## config.mk

```make
export PLATFORM = sky130hd
export DESIGN_NAME = fha_ctrl
export DESIGN_NICKNAME = d
export VERILOG_FILES = /design/src/rtl/core/fha_pkg.sv /design/src/rtl/core/fha_ctrl.sv
export SDC_FILE = /design/constraint.sdc
export NUM_CORES = 1
export LEC_CHECK = 0
export ABC_AREA = 1
export BUFFER_PORTS_ARGS = -buffer_cell sky130_fd_sc_hd__buf_4
export CAP_MARGIN = 20
export CORE_ASPECT_RATIO = 1.25
export CORE_MARGIN = 2
export CORE_UTILIZATION = 35
export DETAILED_ROUTE_END_ITERATION = 8
export PLACE_DENSITY_LB_ADDON = 0.12
export SETUP_SLACK_MARGIN = 0.05
export SYNTH_ARGS = -nofsm -noshare
export SYNTH_HDL_FRONTEND = slang
export SYNTH_SLANG_ARGS = --single-unit
```

## constraint.sdc

```tcl
create_clock -name clock -period 7.3 [get_ports clock]
set_input_delay 1.46 -clock clock [delete_from_list [all_inputs] [get_ports clock]]
set_output_delay 1.46 -clock clock [all_outputs]
set_load 0.05 [all_outputs]
```

## src/rtl/core/fha_pkg.sv

```systemverilog
`default_nettype none

package fha_pkg;

   // Field and header widths, size bound and default heap depth
   localparam int unsigned HDR_W          = 13;
   localparam int unsigned WRD_W          = 12;
   localparam int unsigned SIZE_W         = 16;
   localparam int unsigned ADDR_W         = 12;
   localparam int unsigned NEED_W         = 15;
   localparam int unsigned NEED_MAX       = 16384;
   localparam int unsigned MEM_ADDR_W     = 16;
   localparam int unsigned HEAP_WORDS_DEF = 4096;

   // Request kinds
   localparam logic KIND_ALLOC = 1'b0;
   localparam logic KIND_FREE  = 1'b1;

   typedef struct packed {
      logic              kind;
      logic [SIZE_W-1:0] size_bytes;
      logic [ADDR_W-1:0] block_address;
   } req_type;

   typedef struct packed {
      logic [ADDR_W-1:0] payload_address;
      logic              success;
   } rsp_type;

   // One access to the header memory
   typedef struct packed {
      logic                  we;
      logic [MEM_ADDR_W-1:0] addr;
      logic [HDR_W-1:0]      wdata;
   } mem_req_type;

   typedef enum logic [3:0] {
      ST_INIT,
      ST_IDLE,
      ST_A_RD,
      ST_A_CHK,
      ST_A_WR2,
      ST_F_RDH,
      ST_F_CHKH,
      ST_F_RDN,
      ST_F_CHKN,
      ST_F_RDK,
      ST_F_CHKK
   } state_type;

endpackage

`default_nettype wire

```

## src/rtl/core/fha_ctrl.sv

```systemverilog
`default_nettype none

module fha_ctrl
   import fha_pkg::*;
#(
   parameter int unsigned HEAP_WORDS = HEAP_WORDS_DEF
) (
   input  wire logic              clock,
   input  wire logic              reset,
   input  wire logic              start,
   output logic                   busy,
   input  wire req_type           req_data,
   output logic                   rsp_strobe,
   output rsp_type                rsp_data,
   output mem_req_type            mem_req,
   input  wire logic [HDR_W-1:0]  mem_rdata
);

   localparam int unsigned IDX_W = (HEAP_WORDS > 1) ? $clog2(HEAP_WORDS) : 1;
   localparam int unsigned SUM_W = $clog2(HEAP_WORDS + NEED_MAX + 2) + 1;
   localparam logic [SUM_W-1:0] HEAP_END  = SUM_W'(HEAP_WORDS);
   localparam logic [SUM_W-1:0] SUM_ONE   = SUM_W'(1);
   localparam logic [WRD_W-1:0] WRD_ONE   = WRD_W'(1);
   localparam logic [WRD_W-1:0] INIT_WRDS = WRD_W'(HEAP_WORDS - 1);

   state_type state_ff, state_in;

   logic [NEED_W-1:0] need_ff;
   logic [IDX_W-1:0]  pos_ff;
   logic [IDX_W-1:0]  rest_ff;
   logic [WRD_W-1:0]  have_ff;
   logic [IDX_W-1:0]  hdr_ff;
   logic [IDX_W-1:0]  nxt_ff;
   logic [WRD_W-1:0]  hw_ff;
   logic [IDX_W-1:0]  k_ff;
   logic              rsp_strobe_ff;
   rsp_type           rsp_data_ff;

   logic              rd_used;
   logic [WRD_W-1:0]  rd_words;
   logic              accept;
   logic              addr_ok;
   logic              fit;
   logic [SUM_W-1:0]  pos_sum;
   logic [SUM_W-1:0]  rest_sum;
   logic [WRD_W-1:0]  rest_words;
   logic [SUM_W-1:0]  pay_sum;
   logic [SUM_W-1:0]  nxt_sum;
   logic [WRD_W-1:0]  merge_words;
   logic [SUM_W-1:0]  k_end;
   logic              k_match;
   logic [WRD_W-1:0]  k_words;
   logic [WRD_W-1:0]  k_step;
   logic [SUM_W-1:0]  k_sum;
   logic              fin;
   logic              fin_ok;
   logic [ADDR_W-1:0] fin_addr;

   // Decode the header just read and form the walk sums
   assign rd_used     = mem_rdata[0];
   assign rd_words    = mem_rdata[HDR_W-1:1];
   assign accept      = start && !busy;
   assign addr_ok     = (req_data.block_address != '0) &&
                        (SUM_W'(req_data.block_address) < HEAP_END);
   assign fit         = !rd_used && (NEED_W'(rd_words) > need_ff);
   assign pos_sum     = SUM_W'(pos_ff) + SUM_W'(rd_words) + SUM_ONE;
   assign rest_sum    = SUM_W'(pos_ff) + SUM_W'(need_ff) + SUM_ONE;
   assign rest_words  = have_ff - need_ff[WRD_W-1:0] - WRD_ONE;
   assign pay_sum     = SUM_W'(pos_ff) + SUM_ONE;
   assign nxt_sum     = SUM_W'(hdr_ff) + SUM_W'(rd_words) + SUM_ONE;
   assign merge_words = hw_ff + rd_words + WRD_ONE;
   assign k_end       = SUM_W'(k_ff) + SUM_W'(rd_words) + SUM_ONE;
   assign k_match     = !rd_used && (k_end == SUM_W'(hdr_ff));
   assign k_words     = rd_words + hw_ff + WRD_ONE;
   assign k_step      = k_match ? k_words : rd_words;
   assign k_sum       = SUM_W'(k_ff) + SUM_W'(k_step) + SUM_ONE;

   // Next state
   always_comb begin
      state_in = state_ff;
      unique case (state_ff)
         ST_INIT: begin
            state_in = ST_IDLE;
         end
         ST_IDLE: begin
            if (start) begin
               if (req_data.kind == KIND_ALLOC) begin
                  state_in = ST_A_RD;
               end else if (addr_ok) begin
                  state_in = ST_F_RDH;
               end
            end
         end
         ST_A_RD: begin
            state_in = ST_A_CHK;
         end
         ST_A_CHK: begin
            if (fit) begin
               state_in = (rest_sum < HEAP_END) ? ST_A_WR2 : ST_IDLE;
            end else begin
               state_in = (pos_sum < HEAP_END) ? ST_A_RD : ST_IDLE;
            end
         end
         ST_A_WR2: begin
            state_in = ST_IDLE;
         end
         ST_F_RDH: begin
            state_in = ST_F_CHKH;
         end
         ST_F_CHKH: begin
            if (nxt_sum < HEAP_END) begin
               state_in = ST_F_RDN;
            end else begin
               state_in = (hdr_ff != '0) ? ST_F_RDK : ST_IDLE;
            end
         end
         ST_F_RDN: begin
            state_in = ST_F_CHKN;
         end
         ST_F_CHKN: begin
            state_in = (hdr_ff != '0) ? ST_F_RDK : ST_IDLE;
         end
         ST_F_RDK: begin
            state_in = ST_F_CHKK;
         end
         ST_F_CHKK: begin
            state_in = (k_sum < SUM_W'(hdr_ff)) ? ST_F_RDK : ST_IDLE;
         end
         default: begin
            state_in = ST_IDLE;
         end
      endcase
   end

   // Memory access and completion per state
   always_comb begin
      busy          = (state_ff != ST_IDLE);
      mem_req.we    = 1'b0;
      mem_req.addr  = MEM_ADDR_W'(pos_ff);
      mem_req.wdata = '0;
      fin           = 1'b0;
      fin_ok        = 1'b0;
      fin_addr      = '0;
      unique case (state_ff)
         ST_INIT: begin
            mem_req.we    = 1'b1;
            mem_req.addr  = '0;
            mem_req.wdata = {INIT_WRDS, 1'b0};
         end
         ST_IDLE: begin
            if (start && (req_data.kind == KIND_FREE) && !addr_ok) begin
               fin = 1'b1;
            end
         end
         ST_A_RD: begin
            mem_req.addr = MEM_ADDR_W'(pos_ff);
         end
         ST_A_CHK: begin
            if (fit) begin
               mem_req.we    = 1'b1;
               mem_req.addr  = MEM_ADDR_W'(pos_ff);
               mem_req.wdata = {need_ff[WRD_W-1:0], 1'b1};
               if (!(rest_sum < HEAP_END)) begin
                  fin      = 1'b1;
                  fin_ok   = 1'b1;
                  fin_addr = pay_sum[ADDR_W-1:0];
               end
            end else if (!(pos_sum < HEAP_END)) begin
               fin = 1'b1;
            end
         end
         ST_A_WR2: begin
            mem_req.we    = 1'b1;
            mem_req.addr  = MEM_ADDR_W'(rest_ff);
            mem_req.wdata = {rest_words, 1'b0};
            fin           = 1'b1;
            fin_ok        = 1'b1;
            fin_addr      = pay_sum[ADDR_W-1:0];
         end
         ST_F_RDH: begin
            mem_req.addr = MEM_ADDR_W'(hdr_ff);
         end
         ST_F_CHKH: begin
            mem_req.addr = MEM_ADDR_W'(hdr_ff);
            if (!(nxt_sum < HEAP_END)) begin
               mem_req.we    = 1'b1;
               mem_req.wdata = {rd_words, 1'b0};
               if (hdr_ff == '0) begin
                  fin    = 1'b1;
                  fin_ok = 1'b1;
               end
            end
         end
         ST_F_RDN: begin
            mem_req.addr = MEM_ADDR_W'(nxt_ff);
         end
         ST_F_CHKN: begin
            mem_req.we    = 1'b1;
            mem_req.addr  = MEM_ADDR_W'(hdr_ff);
            mem_req.wdata = {(rd_used ? hw_ff : merge_words), 1'b0};
            if (hdr_ff == '0) begin
               fin    = 1'b1;
               fin_ok = 1'b1;
            end
         end
         ST_F_RDK: begin
            mem_req.addr = MEM_ADDR_W'(k_ff);
         end
         ST_F_CHKK: begin
            mem_req.addr = MEM_ADDR_W'(k_ff);
            if (k_match) begin
               mem_req.we    = 1'b1;
               mem_req.wdata = {k_words, 1'b0};
            end
            if (!(k_sum < SUM_W'(hdr_ff))) begin
               fin    = 1'b1;
               fin_ok = 1'b1;
            end
         end
         default: begin
            fin = 1'b0;
         end
      endcase
   end

   // Advance the state and the result strobe
   always_ff @(posedge clock) begin
      if (reset) begin
         state_ff      <= ST_INIT;
         rsp_strobe_ff <= 1'b0;
      end else begin
         state_ff      <= state_in;
         rsp_strobe_ff <= fin;
      end
   end

   // Hold the walk position, sizes and result
   always_ff @(posedge clock) begin
      case (state_ff)
         ST_IDLE: begin
            if (accept) begin
               need_ff <= NEED_W'((SIZE_W + 1)'(req_data.size_bytes) + (SIZE_W + 1)'(3) >> 2);
               pos_ff  <= '0;
               hdr_ff  <= IDX_W'(SUM_W'(req_data.block_address) - SUM_ONE);
            end
         end
         ST_A_CHK: begin
            have_ff <= rd_words;
            rest_ff <= rest_sum[IDX_W-1:0];
            if (!fit) begin
               pos_ff <= pos_sum[IDX_W-1:0];
            end
         end
         ST_F_CHKH: begin
            hw_ff  <= rd_words;
            nxt_ff <= nxt_sum[IDX_W-1:0];
            k_ff   <= '0;
         end
         ST_F_CHKN: begin
            if (!rd_used) begin
               hw_ff <= merge_words;
            end
         end
         ST_F_CHKK: begin
            k_ff <= k_sum[IDX_W-1:0];
         end
         default: begin
            k_ff <= k_ff;
         end
      endcase
      if (fin) begin
         rsp_data_ff.payload_address <= fin_addr;
         rsp_data_ff.success         <= fin_ok;
      end
   end

   assign rsp_strobe = rsp_strobe_ff;
   assign rsp_data   = rsp_data_ff;

endmodule

`default_nettype wire

```

==> impl_metrics.tcl <==
set metrics [dict create \
    combPwrFrac 0.381 \
    rows 71 \
    grt-busiest-layer "met2" \
    cts_root_buf "clkbuf_16" \
    die_y_um 201 \
    grt_pass1_wl_um 56100 \
    drc 0 \
    multi_input_area_mm2 0.00642 \
    grtUsageMet2 0.390 \
    die_width_um 161 \
    grt_use_total 0.230 \
    synth_top_cell_by_area "edfxtp_1" \
    floorplan.initialDensity 0.357 \
    vias 10300 \
    setup_viol 0 \
    worstMarginPinSlew_ps 996 \
    power_frac_clock 0.307 \
    end_kind "flip-flop" \
    period_share 0.884 \
    cp_slowest_stage_delay_ps 460 \
    cellLeakagePower_nw 5.99 \
    ys_types 45 \
    htreeDepth 4 \
    clockBufferDepth 2 \
    fin_skew_ps 10.4 \
    met1_usage 0.295 \
    yosys_warnings 0 \
    cts_setup_buffers 0 \
    ys_seq_area_frac 0.320 \
    p_int_mw 1.68 \
    dp_slack_ps 437 \
    rr_worst_depth 38 \
    switching_share 0.401 \
    grt_start_max_net_pins 36 \
    synth_edf_count 112 \
    die-area_mm2 0.0323 \
    antenna_found_initial 0 \
    cap_violations 0 \
    peakVddDrop_v 0.000116 \
    use_met3 0.0312 \
    synth-seq-cells 117 \
    fmax_ghz 0.155 \
    first_global_vias 9914 \
    netlist_area_mm2 0.0108 \
    overflow 0 \
    final_nets 1739 \
    cp_max_fo 17 \
    required_ps 7420 \
    p_seq_frac 0.312 \
    clock-sinks 117 \
    cts_tree "yes" \
    drt_iter0_markers 777 \
    diodes 0 \
    drtAntennaViolNets 0 \
    synth-main-ff-cell "edfxtp_1" \
    hpwl_um 29200 \
    gp_congestion 0.925 \
    hold_depth 2 \
    io_pins 90 \
    synthTopCellsByArea "edfxtp_1 (31%), nand2_1 (13%), ha_1 (12%), inv_1 (7.5%), a21oi_1 (4.8%)" \
    cts_inserted_buffers 17 \
    hold_viol 0 \
    port_buffers 85 \
    postRouteWirelength_um 36700 \
    cts_resized 0 \
    hold_class "reg -> reg" \
    syn_area_per_cell_um2 7.30 \
    period_minus_slack_ps 6460 \
    slew_violations 0 \
    cp-start-kind "input pin" \
    cts.hold.buffers_added 0 \
    seqCellArea_mm2 0.00346 \
    layout-drive-gt1-share 0.0954 \
    relSlewSlack 0.334 \
    area_growth_pct 16.3 \
    cts.clk_slew.worst_paths_ps 60 \
    path_class "in -> reg" \
    critPathSlowestCell "fa_1" \
    syn_inst 1481 \
    clock_latency_ps 430 \
    post_drt_wl_per_cell_um 18.4 \
    p_sw_mw 1.12 \
    crit_arrival_ps 6580 \
    n_fill_cell 3159 \
    fin_ws_ps 844 \
    crit_top_cell "nand2_1" \
    outcome "complete, no violations" \
    core_region_area_mm2 0.0303 \
    via_per_inst 5.16 \
    synth_top_area_frac 0.311 \
    power_per_cell_area_mw_per_mm2 223 \
    drt-pass1-iter-count 5 \
    rsz0062_at_grt "no" \
    async_reset_ff_frac 0 \
    fin_tns_setup_ps 0 \
]
## layer usage
metal	vias to the layer above	share of wire	wire length [um]
li1	5167	-	-
met1	4785	0.44	16200
met2	289	0.48	17600
met3	47	0.045	1660
met4	0	0.034	1240
met5	-	0	0
## state kept, by name, indices dropped and copies added (netlist names), 4 cells and up
signal / count
hw_ff: 12
rest_ff: 12
state_ff: 4
k_ff: 12
nxt_ff: 12
hdr_ff: 12
rsp_data: 13
need_ff: 15
pos_ff: 12
have_ff: 12
## cells in the final DEF, fill, tap and decap left out, types with 3 or more instances in the layout
cell type	count
inv_1	217
clkinvlp_4	5
nand4_1	51
clkbuf_16	17
ha_1	107
fa_1	7
a31oi_1	7
or2_2	6
nand2_2	4
a211oi_1	5
xor2_1	49
nand2_1	377
bufinv_16	3
edfxtp_1	112
o21ai_1	3
a21o_1	9
nand3b_1	7
o21ai_0	68
nor2_1	135
xnor2_1	21
dfxtp_1	5
nor4_1	3
nor2_4	4
nor3_1	24
nand3_1	97
buf_4	99
conb_1	4
a22oi_1	12
a21oi_1	103
## per-stage QoR
step	total power [mW]	hold slack, ps	std cells	cell area [um2]	util
floorplan	1.59	566	1484	10800	-
global placement	1.94	614	1960	12000	0.395
detailed placement	1.94	619	1960	12000	0.395
CTS	2.80	629	1992	12500	0.414
global route	2.95	688	1994	12600	0.415
finish	2.80	652	1994	12600	0.415
## worst paths after layout
kind                                            start                     to  slack (ps)
worst min register to register     hw_ff[2]$_DFFE_PP_     hw_ff[2]$_DFFE_PP_         650
worst max-delay path                     mem_rdata[1]  rsp_data[7]$_DFFE_PP_         840
worst min-delay path               hw_ff[2]$_DFFE_PP_     hw_ff[2]$_DFFE_PP_         650
worst max register to register  k_ff[0]$_SDFFCE_PN0P_  rsp_data[7]$_DFFE_PP_        1450
## Yosys cell counts, types with 2 or more instances
cell type	n
o211ai_1	2
nand3b_1	7
nand2_1	377
buf_2	6
nand3_1	97
nor4_1	3
and2_1	2
ha_1	107
buf_4	4
a21o_1	9
xor2_1	49
o21bai_1	2
clkbuf_1	13
o21ai_1	3
xnor2_1	21
or2_2	6
o21a_1	2
inv_1	217
nand4_1	51
nand2_2	4
a31oi_1	7
edfxtp_1	112
o21ai_0	68
dfxtp_1	5
a211oi_1	5
nor3_1	24
a22oi_1	12
a21boi_0	2
nor2_4	4
o2111ai_1	2
fa_1	7
nor2_1	136
a21oi_1	103
## worst max-delay path, delay by kind of cell
family / cells / cell delay [ps]
AOI/OAI and AO/OA: 1 / 60
xor gates and xnor gates: 1 / 170
adders and majority gates: 5 / 1420
buffers and inverters: 7 / 660
and+or+nand+nor: 25 / 2800
## layout make-up
cell class                      instances  area share
Multi-Input combinational cell       1124       0.511
Sequential cell                       117       0.275
Inverter                              219      0.0653
Timing Repair Buffer                  101      0.0619
Tap cell                              401      0.0399
Clock buffer                           19      0.0344
Clock inverter                         13      0.0126
## power groups by stage
stage	clock network (mW)	registers, mW	logic (mW)
finish	0.861	0.873	1.07
global route	0.902	0.876	1.17
CTS	0.874	0.873	1.06
detailed placement	0	0.887	1.05
global placement	0	0.886	1.05
floorplan	0	0.857	0.732
## kinds of logic after synthesis
kind of cell	Yosys count	synth area share
adder cells (fa/ha/maj)	114	0.137
buffers and inverters	243	0.0871
XOR/XNOR	70	0.0567
AO/OA/AOI/OAI	218	0.111
flip-flops	117	0.320
AND/OR/NAND/NOR	718	0.288
other	1	0.000347
Power figures use the tool's default switching activity.
